<file path="config.mk">
export PLATFORM = sky130hd
export DESIGN_NAME = gb3_win
export DESIGN_NICKNAME = d
export VERILOG_FILES = /design/src/hw/rtl/gb3_pkg.sv /design/src/hw/rtl/gb3_win.sv
export SDC_FILE = /design/constraint.sdc
export NUM_CORES = 1
export LEC_CHECK = 0
export ABC_AREA = 1
export CELL_PAD_IN_SITES_DETAIL_PLACEMENT = 1
export CELL_PAD_IN_SITES_GLOBAL_PLACEMENT = 1
export CORE_MARGIN = 2
export CORE_UTILIZATION = 35
export DETAILED_ROUTE_END_ITERATION = 10
export DONT_BUFFER_PORTS = 1
export HOLD_SLACK_MARGIN = 0.03
export PLACE_DENSITY_LB_ADDON = 0.1
export SETUP_SLACK_MARGIN = 0.2
export SLEW_MARGIN = 20
export SYNTH_ARGS = -nofsm -noshare
export SYNTH_HDL_FRONTEND = slang
export SYNTH_SLANG_ARGS = --single-unit
</file>
<file path="constraint.sdc">
create_clock -name clk_i -period 10.9 [get_ports clk_i]
set_input_delay 0 -clock clk_i [delete_from_list [all_inputs] [get_ports clk_i]]
set_output_delay 0 -clock clk_i [all_outputs]
set_load 0.01 [all_outputs]
</file>
<file path="src/hw/rtl/gb3_pkg.sv">
// Shared widths, register indexes and the pixel tag type of the 3x3 blur.
// No dependencies.
package gb3_pkg;

  localparam int unsigned PIX_W      = 8;
  localparam int unsigned COL_W      = 10;
  localparam int unsigned ROW_W      = 12;
  localparam int unsigned WID_W      = 11;
  localparam int unsigned HGT_W      = 12;
  localparam int unsigned MAX_WIDTH  = 1024;
  localparam int unsigned LB_AW      = $clog2(MAX_WIDTH);
  localparam int unsigned SUM_W      = 12;
  localparam int unsigned CFG_IDX_W  = 1;
  localparam int unsigned CFG_DATA_W = 12;
  localparam int unsigned TDATA_IN_W  = 8;
  localparam int unsigned TDATA_OUT_W = 32;

  // Configuration register indexes
  localparam logic [CFG_IDX_W-1:0] REG_FRAME_WIDTH  = 1'b0;
  localparam logic [CFG_IDX_W-1:0] REG_FRAME_HEIGHT = 1'b1;

  // Geometry reset values and limits
  localparam logic [WID_W-1:0] WIDTH_RST  = 11'd32;
  localparam logic [HGT_W-1:0] HEIGHT_RST = 12'd24;
  localparam logic [WID_W-1:0] WIDTH_MIN  = 11'd3;
  localparam logic [WID_W-1:0] WIDTH_MAX  = WID_W'(MAX_WIDTH);
  localparam logic [HGT_W-1:0] HEIGHT_MIN = 12'd3;

  // Position and result flags of one pixel in flight
  typedef struct packed {
    logic [COL_W-1:0] col;
    logic [ROW_W-1:0] row;
    logic             emit;
    logic             last;
  } pix_tag_t;

endpackage

</file>
<file path="src/hw/rtl/gb3_win.sv">
// 3x3 window registers and the [1 2 1; 2 4 2; 1 2 1] / 16 kernel.
// Depends on gb3_pkg.
module gb3_win (
  input  logic                    clk_i,
  input  logic                    rst_ni,
  input  logic                    shift_i,
  input  logic [gb3_pkg::PIX_W-1:0] up2_i,
  input  logic [gb3_pkg::PIX_W-1:0] up1_i,
  input  logic [gb3_pkg::PIX_W-1:0] pix_i,
  output logic [gb3_pkg::PIX_W-1:0] blur_o
);
  import gb3_pkg::*;

  // [row*3 + col], row 0 oldest line, col 2 newest column
  logic [PIX_W-1:0] win_q [9];
  logic [PIX_W-1:0] win_d [9];
  logic [SUM_W-1:0] corners, edges, sum;

  // Shift left, load the new column on the right
  always_comb begin
    for (int i = 0; i < 3; i++) begin
      win_d[i*3 + 0] = win_q[i*3 + 1];
      win_d[i*3 + 1] = win_q[i*3 + 2];
    end
    win_d[2] = up2_i;
    win_d[5] = up1_i;
    win_d[8] = pix_i;
  end

  // Weighted sum over the shifted window
  always_comb begin
    corners = SUM_W'(win_d[0]) + SUM_W'(win_d[2]) + SUM_W'(win_d[6]) + SUM_W'(win_d[8]);
    edges   = SUM_W'(win_d[1]) + SUM_W'(win_d[3]) + SUM_W'(win_d[5]) + SUM_W'(win_d[7]);
    sum     = corners + (edges << 1) + (SUM_W'(win_d[4]) << 2);
  end

  assign blur_o = sum[SUM_W-1:4];

  always_ff @(posedge clk_i or negedge rst_ni) begin
    if (!rst_ni) begin
      for (int i = 0; i < 9; i++) begin
        win_q[i] <= '0;
      end
    end else if (shift_i) begin
      win_q <= win_d;
    end
  end

endmodule

</file>
==> qor.txt <==
Synth Warn #: 0
initial antenna violation count: 0
Clock Sinks: 48
post-DP HPWL: 6178 um
cell row count: 37
antenna-violating nets left: 0
clock tree buffer depth: 2
Syn Std Cell Area: 0.003751 mm^2
Peak Freq: 179.9 MHz
number of CTS-inserted buffers: 5
area leader, netlist: dfrtp_1
max cap viols: 0
fraction of layout cells with a size suffix above 1: 5.180%
Initial DRT Pass Iterations: 4
number of port buffers: 0
synthesized-area fraction occupied by ao, oa, aoi and oai cells: 10.11%
area of the multi-input gates: 0.002100 mm^2
final WL: 7930 um
placed cells: 545
Layout Cells excl Fill: 580
Synth Area in Adders: 31.69%
Worst Setup Path Type: flop to output port
Sum Neg Setup Slack: 0 ns
mux cell area share after synthesis: 0.3002%
simple-gate portion of the synthesized area: 11.77%
WP data required: 10.90 ns
top_reg_cell synth: dfrtp_1
Critical Path AT: 5.56 ns
total number of vias: 2651
Detailed Route Iter0 Violations: 112
crit path capture type: output port
global placement routability congestion: 0.8006
synth top area cells: dfrtp_1 32%, fa_1 24%, inv_1 11%
syn nets: 514
Worst Skew: 0.008348 ns
max-slew violations: 0
Total Nets Final: 538
RSZ-0062 raised after global routing: false
GRT Total Usage: 15.48%
FF+latch count, synth: 48
CTS clk-pin slew, worst paths: 0.09 ns
post-synth cell types: 27
chip width: 107.5 um
Root Driver: clkbuf_8
CTS H-Tree Depth: 2
Die H: 107.5 um
Mapped Avg Cell Area: 8.953 um^2
Starting Density: 36.17%
asr flop ratio synth: 100.0%
Layout area overhead: 14.71%
register area share after synthesis: 32.02%
final-report hold violation count: 0
final hold slack: 0.07626 ns
grt total ovfl: 0
number of synthesized flops with an enable pin: 0
minimum clock period: 5.560 ns
worst-margin pin slew: 0.3342 ns
type of origin of the critical path: flop
main combinational cell family by area after synthesis: adder cells
FF+latch area: 0.001201 mm^2
Filler cells: 1229
Core ar.: 0.01037 mm^2
CTS tree: yes
antenna fix cells: 0
first-pass GRT wire length: 14060 um
Via density: 4.571
Worst Path Max Fanout: 4
slew margin rel.: 77.72%
pin count of the biggest net entering global routing: 96
WL per Instance: 13.67 um
vias in the first global route: 2976
final core occ: 41.49%
top-count cell post-synth: inv_1
Hold Crit Class: input pin to flop
die area: 0.01156 mm^2
Cells after Synth: 419
max FFs per register: 48
Yosys top cell area share: 32.02%
Tcrit/Tclk final: 51.01%
XOR/XNOR Fraction of Synth Area: 2.101%
DRC violation count after routing: 0
top cells by instance count after synthesis: 107 x inv_1, 61 x nand2_1, 48 x dfrtp_1
outcome: completed
io pins: 35
final count of negative-setup-slack endpoints: 0
clock latency at the later pin of the worst-skew pair: 0.31 ns
-- area by class of cell --
cell class                      instances  share of cell area [%]
Multi-Input combinational cell        253                   48.79
Clock inverter                          2                  0.9014
Inverter                              108                   9.421
Timing Repair Buffer                   27                   7.095
Sequential cell                        48                   27.92
Clock buffer                            6                   1.919
Tap cell                              136                   3.955
-- worst max-delay path: stages, from the launching register on --
cell and delay [ns]:
dfrtp_1 0.37, inv_1 0.10, fa_1 0.45, fa_1 0.47, inv_1 0.07, ha_1 0.20
inv_1 0.07, fa_1 0.40, inv_1 0.09, nand3_1 0.06, nand2_1 0.13, xnor2_1 0.15
fa_1 0.45, fa_1 0.49, fa_1 0.55, inv_1 0.04, ha_1 0.35, a21oi_1 0.23
o21ai_1 0.13, a21oi_2 0.13, xor2_1 0.30
-- layer usage --
metal  track usage, %  wire length, um
met1            18.97             3488
met2            28.53             4114
met3            2.845              268
met4            2.747               59
met5                0                0
-- cell usage in the layout (no fill, tap or decap), drive strengths merged, types with 3 or more instances in the layout --
cell         Yosys  final
dfrtp           48     48
nor2            22     22
clkbuf           4      6
xnor2            3      3
o21ai           37     37
nand2           68     68
inv            108    108
fa              45     45
xor2             6      6
ha              23     23
nand4            3      3
a21oi           25     25
nand3           10     10
dlygate4sd3      0     25
-- per-stage QoR --
stage | setup WS [ns] | cell area, um^2
2_1_floorplan | 6.122 | 3751
3_3_place_gp | 5.700 | 3876
3_5_place_dp | 5.660 | 3876
4_1_cts | 5.268 | 4303
5_1_grt | 5.036 | 4303
6_report | 5.340 | 4303
-- final timing paths --
kind	start	endpoint	slack, ns	cells past startpoint
min	shift_i	win_d[15]	0.08	3
min reg2reg	win_d[60]	win_d[68]	0.49	2
max in group asynchronous	rst_ni	win_d[47]	10.47	2
min in group asynchronous	rst_ni	win_d[10]	0.19	2
max	win_d[9]	blur_o[3]	5.34	20
max reg2reg	win_d[63]	win_d[63]	10.10	1
-- logic make-up after synthesis --
kind of cell | Yosys count
AOI/OAI and AO/OA | 70
adders and majority gates | 68
buffers and inverters | 118
and+or+nand+nor | 105
DFF | 48
xor gates and xnor gates | 9
muxes | 1
-- repair_timing --
| action | CTS | global route |
|---|---|---|
| hold endpoints to repair | 96 | 0 |
| hold buffers | 27 | 0 |
| resized for setup | 0 | 0 |
| setup buffers | 0 | 0 |
Power is left out: the tool's default activity adds up to more than one toggle a clock period on the data nets, which glitch-free logic cannot reach.
