===== config.mk =====
export PLATFORM = sky130hd
export DESIGN_NAME = gb3_raster
export DESIGN_NICKNAME = d
export VERILOG_FILES = /design/src/hw/rtl/gb3_pkg.sv /design/src/hw/rtl/gb3_raster.sv
export SDC_FILE = /design/constraint.sdc
export NUM_CORES = 1
export LEC_CHECK = 0
export BUFFER_PORTS_ARGS = -buffer_cell sky130_fd_sc_hd__buf_2
export CELL_PAD_IN_SITES_DETAIL_PLACEMENT = 0
export CELL_PAD_IN_SITES_GLOBAL_PLACEMENT = 1
export CORE_MARGIN = 1
export CORE_UTILIZATION = 51
export CTS_BUF_LIST = sky130_fd_sc_hd__clkbuf_8
export DETAILED_ROUTE_END_ITERATION = 12
export PLACE_DENSITY = 0.95
export RECOVER_POWER = 50
export SKIP_LAST_GASP = 1
export SYNTH_ARGS = -nofsm -noshare
export SYNTH_HDL_FRONTEND = slang
export SYNTH_SLANG_ARGS = --single-unit

===== constraint.sdc =====
create_clock -name clk_i -period 8.5 [get_ports clk_i]
set_input_delay 0.425 -clock clk_i [delete_from_list [all_inputs] [get_ports clk_i]]
set_output_delay 0.425 -clock clk_i [all_outputs]
set_load 0.01 [all_outputs]

===== src/hw/rtl/gb3_pkg.sv =====
// Shared widths, register indexes and the pixel tag type of the 3x3 blur.
// No dependencies.
package gb3_pkg;

  localparam int unsigned PIX_W      = 8;
  localparam int unsigned COL_W      = 10;
  localparam int unsigned ROW_W      = 12;
  localparam int unsigned WID_W      = 11;
  localparam int unsigned HGT_W      = 12;
  localparam int unsigned MAX_WIDTH  = 1024;
  localparam int unsigned LB_AW      = $clog2(MAX_WIDTH);
  localparam int unsigned SUM_W      = 12;
  localparam int unsigned CFG_IDX_W  = 1;
  localparam int unsigned CFG_DATA_W = 12;
  localparam int unsigned TDATA_IN_W  = 8;
  localparam int unsigned TDATA_OUT_W = 32;

  // Configuration register indexes
  localparam logic [CFG_IDX_W-1:0] REG_FRAME_WIDTH  = 1'b0;
  localparam logic [CFG_IDX_W-1:0] REG_FRAME_HEIGHT = 1'b1;

  // Geometry reset values and limits
  localparam logic [WID_W-1:0] WIDTH_RST  = 11'd32;
  localparam logic [HGT_W-1:0] HEIGHT_RST = 12'd24;
  localparam logic [WID_W-1:0] WIDTH_MIN  = 11'd3;
  localparam logic [WID_W-1:0] WIDTH_MAX  = WID_W'(MAX_WIDTH);
  localparam logic [HGT_W-1:0] HEIGHT_MIN = 12'd3;

  // Position and result flags of one pixel in flight
  typedef struct packed {
    logic [COL_W-1:0] col;
    logic [ROW_W-1:0] row;
    logic             emit;
    logic             last;
  } pix_tag_t;

endpackage


===== src/hw/rtl/gb3_raster.sv =====
// Geometry registers and raster counters of the 3x3 blur.
// Depends on gb3_pkg.
module gb3_raster (
  input  logic                           clk_i,
  input  logic                           rst_ni,
  input  logic                           cfg_we_i,
  input  logic [gb3_pkg::CFG_IDX_W-1:0]  cfg_index_i,
  input  logic [gb3_pkg::CFG_DATA_W-1:0] cfg_data_i,
  input  logic                           advance_i,
  output gb3_pkg::pix_tag_t              tag_o
);
  import gb3_pkg::*;

  logic [WID_W-1:0] width_q, width_d;
  logic [HGT_W-1:0] height_q, height_d;
  logic [COL_W-1:0] col_q, col_d;
  logic [ROW_W-1:0] row_q, row_d;
  logic [WID_W-1:0] used_w;
  logic [HGT_W-1:0] used_h;
  logic [WID_W-1:0] col_ext;
  logic [ROW_W:0]   row_next;

  // Clamp geometry to the supported range
  always_comb begin
    used_w = width_q;
    if (width_q < WIDTH_MIN) begin
      used_w = WIDTH_MIN;
    end else if (width_q > WIDTH_MAX) begin
      used_w = WIDTH_MAX;
    end
    used_h = (height_q < HEIGHT_MIN) ? HEIGHT_MIN : height_q;
  end

  assign col_ext  = {1'b0, col_q};
  assign row_next = {1'b0, row_q} + 1'b1;

  // Tag the pixel at the current position
  always_comb begin
    tag_o.col  = col_q;
    tag_o.row  = row_q;
    tag_o.emit = (col_ext < used_w) && (row_q < used_h) &&
                 (col_q >= COL_W'(2)) && (row_q >= ROW_W'(2));
    tag_o.last = (col_ext == used_w - 1'b1) && (row_q == used_h - 1'b1);
  end

  // Register writes
  always_comb begin
    width_d  = width_q;
    height_d = height_q;
    if (cfg_we_i) begin
      unique case (cfg_index_i)
        REG_FRAME_WIDTH:  width_d  = cfg_data_i[WID_W-1:0];
        REG_FRAME_HEIGHT: height_d = cfg_data_i[HGT_W-1:0];
        default: ;
      endcase
    end
  end

  // Advance column, wrap row at end of line and frame
  always_comb begin
    col_d = col_q;
    row_d = row_q;
    if (advance_i) begin
      if (col_ext + 1'b1 >= used_w) begin
        col_d = '0;
        row_d = (row_next >= {1'b0, used_h}) ? '0 : row_next[ROW_W-1:0];
      end else begin
        col_d = col_q + 1'b1;
      end
    end
  end

  always_ff @(posedge clk_i or negedge rst_ni) begin
    if (!rst_ni) begin
      width_q  <= WIDTH_RST;
      height_q <= HEIGHT_RST;
      col_q    <= '0;
      row_q    <= '0;
    end else begin
      width_q  <= width_d;
      height_q <= height_d;
      col_q    <= col_d;
      row_q    <= row_d;
    end
  end

endmodule


==> impl_metrics.csv <==
group,metric,value,unit
outcome,status,"finished, violations left",
outcome,violations,"capacitance limit, slew limit",
yosys,ys_types,64,
setup_path,cp_max_fo,9,
global_route,grt_max_degree,46,
global_route,grt.busiest_layer,"met2",
sta,fin_setup_tns,0,ps
clock_network,cts_max_path_buffers,2,
power,peakVddDrop,114.5,uV
setup_path,path_class,"flip-flop to output port",
floorplanning,fp-row-count,32,
sta,maxSlewViolCount,46,
sta,setup_ws,3894,ps
global_route,use_met1,0.3857,
placed_design,post-place-cells,576,
detailed_routing,wire_per_inst,18.41,um
sta,setup_violations,0,
clock_network,cts_root_buffer,"clkbuf_8",
floorplanning,die_x,91.49,um
yosys,netlist_instances,457,
setup_path,critPathMaxStageDelay,740,ps
power,power_density,225.1,mW/mm^2
clock_network,ctsHtreeMaxLevel,2,
clock_network,cts_tree,"built",
placed_design,dp_hpwl,8.217,mm
setup_path,start_kind,"flip-flop",
setup_path,cp_top_family,"simple AND/OR/NAND/NOR gates",
clock_network,path_clk_slew,80,ps
sta,fin_skew,6.667,ps
sta,timing.slew.headroom,-0.6362,
yosys,yosys_warnings,0,
sta,timing.final.crit_share,0.5419,
yosys,synth_ff_type,"dfrtp_1",
layout,final_cell_mix,"50 x nand2_1, 49 x ha_1, 42 x dfrtp_1, 39 x buf_2, 26 x inv_1",
clock_network,cts-buffers-inserted,5,
global_route,met3_usage,0.02764,
clock_network,cts.repair.resized,0,
worst_hold_path,hp-class,"input pin to flip-flop",
detailed_routing,dr_total_vias,3565,
yosys,synth_area_leaders,"dfrtp_1 26%, ha_1 15%, mux2_2 5.8%",
global_route,grt_pass1_wl,17.78,mm
detailed_routing,vias_per_cell,6.104,
floorplanning,die-area,0.008370,mm^2
detailed_routing,drt_iter0_drc,149,
setup_path,critPathRequiredTime,8080,ps
setup_path,arrival,4180,ps
yosys,syn_area,0.004084,mm^2
setup_path,end_kind,"output port",
yosys,yosys_register_bits,45,
clock_network,clock_latency,300,ps
clock_network,cts_hold_buf,0,
yosys,netlist.area_leader.share,0.2574,
setup_path,cpMaxStageDelayCell,"nor4_1",
sta,tightestPinTransition,2454,ps
floorplanning,start_util,0.5285,
setup_path,crit_chain,"nor4_1 -> and2_1 -> o21ai_0 -> ha_1 -> xnor2_1 -> a211oi_1 -> o2111ai_1 -> a211o_2 -> or4_1 -> nor4_2 -> buf_2",
layout,finalNonFillerCells,584,
placed_design,place_congestion,0.8821,
clock_network,clock-sinks,45,
yosys,synth_edf_count,0,
placed_design,place_ws,4330,ps
sta,min_period,4606,ps
placed_design,io_buffers,40,
detailed_routing,wirelength,10.75,mm
global_route,grt.total_usage,0.2678,
layout,area_growth,7.200,%
sta,hold_viol,0,
floorplanning,io_pins,41,
global_route,grt_overflow,0,
layout,final_common_cell,"nand2_1",
yosys,synth-async-reset-ratio,1.000,
layout,final_layout_size_suffix_gt1_frac,0.1743,
floorplanning,core_area,0.007727,mm^2
sta,fmax,217.1,MHz
global_route,gr-usage-met2,0.4298,
setup_path,regToRegSetupSlack,4990,ps
floorplanning,die_y,91.49,um
global_route,antenna_found_initial,0,
clock_network,cts_setup_buffers,0,
detailed_routing,antenna_left,0,
yosys,ys_seq_area_frac,0.2767,
layout,layout.nets,547,
yosys,yosysTopAreaCell,"dfrtp_1",
yosys,syn_nets,523,
yosys,avgSynthCellArea,8.936,um^2
sta,rsz0062_at_grt,"false",
detailed_routing,firstDrtPassIters,4,
detailed_routing,drc,0,
setup_path,worst-path-buf-inv,1,
global_route,grt_pass1_vias,3373,
run,cap_violations,1,
layout,diodes,0,
power,leakage,2.061,nW
[metrics by stage]
| stage | cell area [um^2] | hold WS [ps] | util | total power, W |
|---|---|---|---|---|
| 5_1_grt | 4378 | 369.5 | 0.5665 | 0.001068 |
| 4_1_cts | 4379 | 331.5 | 0.5667 | 0.0009851 |
| 3_5_place_dp | 4297 | 535.5 | 0.5560 | 0.0008520 |
| 3_3_place_gp | 4297 | 536.8 | 0.5560 | 0.0008358 |
| 6_report | 4378 | 354.3 | 0.5665 | 0.0009853 |
| 2_1_floorplan | 4084 | 129.4 | - | 0.0007018 |
[flip-flops by register name (all words and copies together), names as in the netlist]
| name | cells |
|---|---|
| width_q | 11 |
| col_q | 10 |
| height_q | 12 |
| row_q | 12 |
[path summary, 6_finish.rpt]
| path | endpoint | cells after the start | from |
|---|---|---|---|
| min | height_q[11] | 2 | cfg_data_i[11] |
| min in group asynchronous | col_q[4] | 1 | rst_ni |
| min reg2reg | height_q[1] | 1 | height_q[1] |
| max | tag_o[0] | 11 | width_q[3] |
| max in group asynchronous | width_q[8] | 1 | rst_ni |
| max reg2reg | row_q[7] | 10 | width_q[3] |
[layout make-up]
class,instances,area [um^2]
multi-input combinational,362,2734
timing repair buffer,41,206.4
fill,732,3349
sequential,45,1130
tap,102,127.6
clock buffer,5,68.82
clock inverter,3,13.76
inverter,26,97.59
[per-layer routing]
metal / vias up / part of all wire
li1: 1732 / -
met1: 1730 / 0.48
met2: 88 / 0.47
met3: 15 / 0.035
met4: 0 / 0.014
met5: - / 0
[cells in the mapped netlist (3+ instances only)]
| cell type | number |
|---|---|
| o31ai_1 | 3 |
| xor2_1 | 12 |
| o2bb2ai_1 | 5 |
| mux2_2 | 21 |
| nand2b_1 | 7 |
| a211oi_1 | 7 |
| ha_1 | 49 |
| or4_1 | 4 |
| o21a_1 | 4 |
| mux2i_1 | 3 |
| nor4_1 | 7 |
| inv_1 | 25 |
| nor2_1 | 12 |
| dfrtp_1 | 42 |
| dfstp_2 | 3 |
| clkbuf_1 | 18 |
| o21ai_0 | 23 |
| and3_1 | 10 |
| nor4_2 | 3 |
| nor3_1 | 7 |
| nand3_1 | 25 |
| nor2b_1 | 4 |
| a31oi_1 | 5 |
| nand4_1 | 8 |
| xnor2_1 | 22 |
| a41oi_1 | 3 |
| o2111ai_1 | 4 |
| o22ai_1 | 3 |
| and4_1 | 4 |
| a21oi_1 | 15 |
| a21o_1 | 11 |
| nand2_1 | 50 |
[logic make-up after synthesis]
logic type,Yosys count,share of synthesized area
buffers and inverters,50,0.05392
and+or+nand+nor,150,0.1982
muxes,24,0.06526
AOI/OAI and AO/OA,104,0.1805
xor gates and xnor gates,34,0.07292
DFF,45,0.2767
adders and majority gates,50,0.1526
[power breakdown]
group          switching [W]  leakage (nW)  internal (W)  total [W]
registers           0.000111         0.554      0.000257   0.000368
clock network      0.0000746        0.0491     0.0000559   0.000131
logic               0.000266          1.46      0.000220   0.000487
Note: power is estimated with default switching activity, not from simulation.
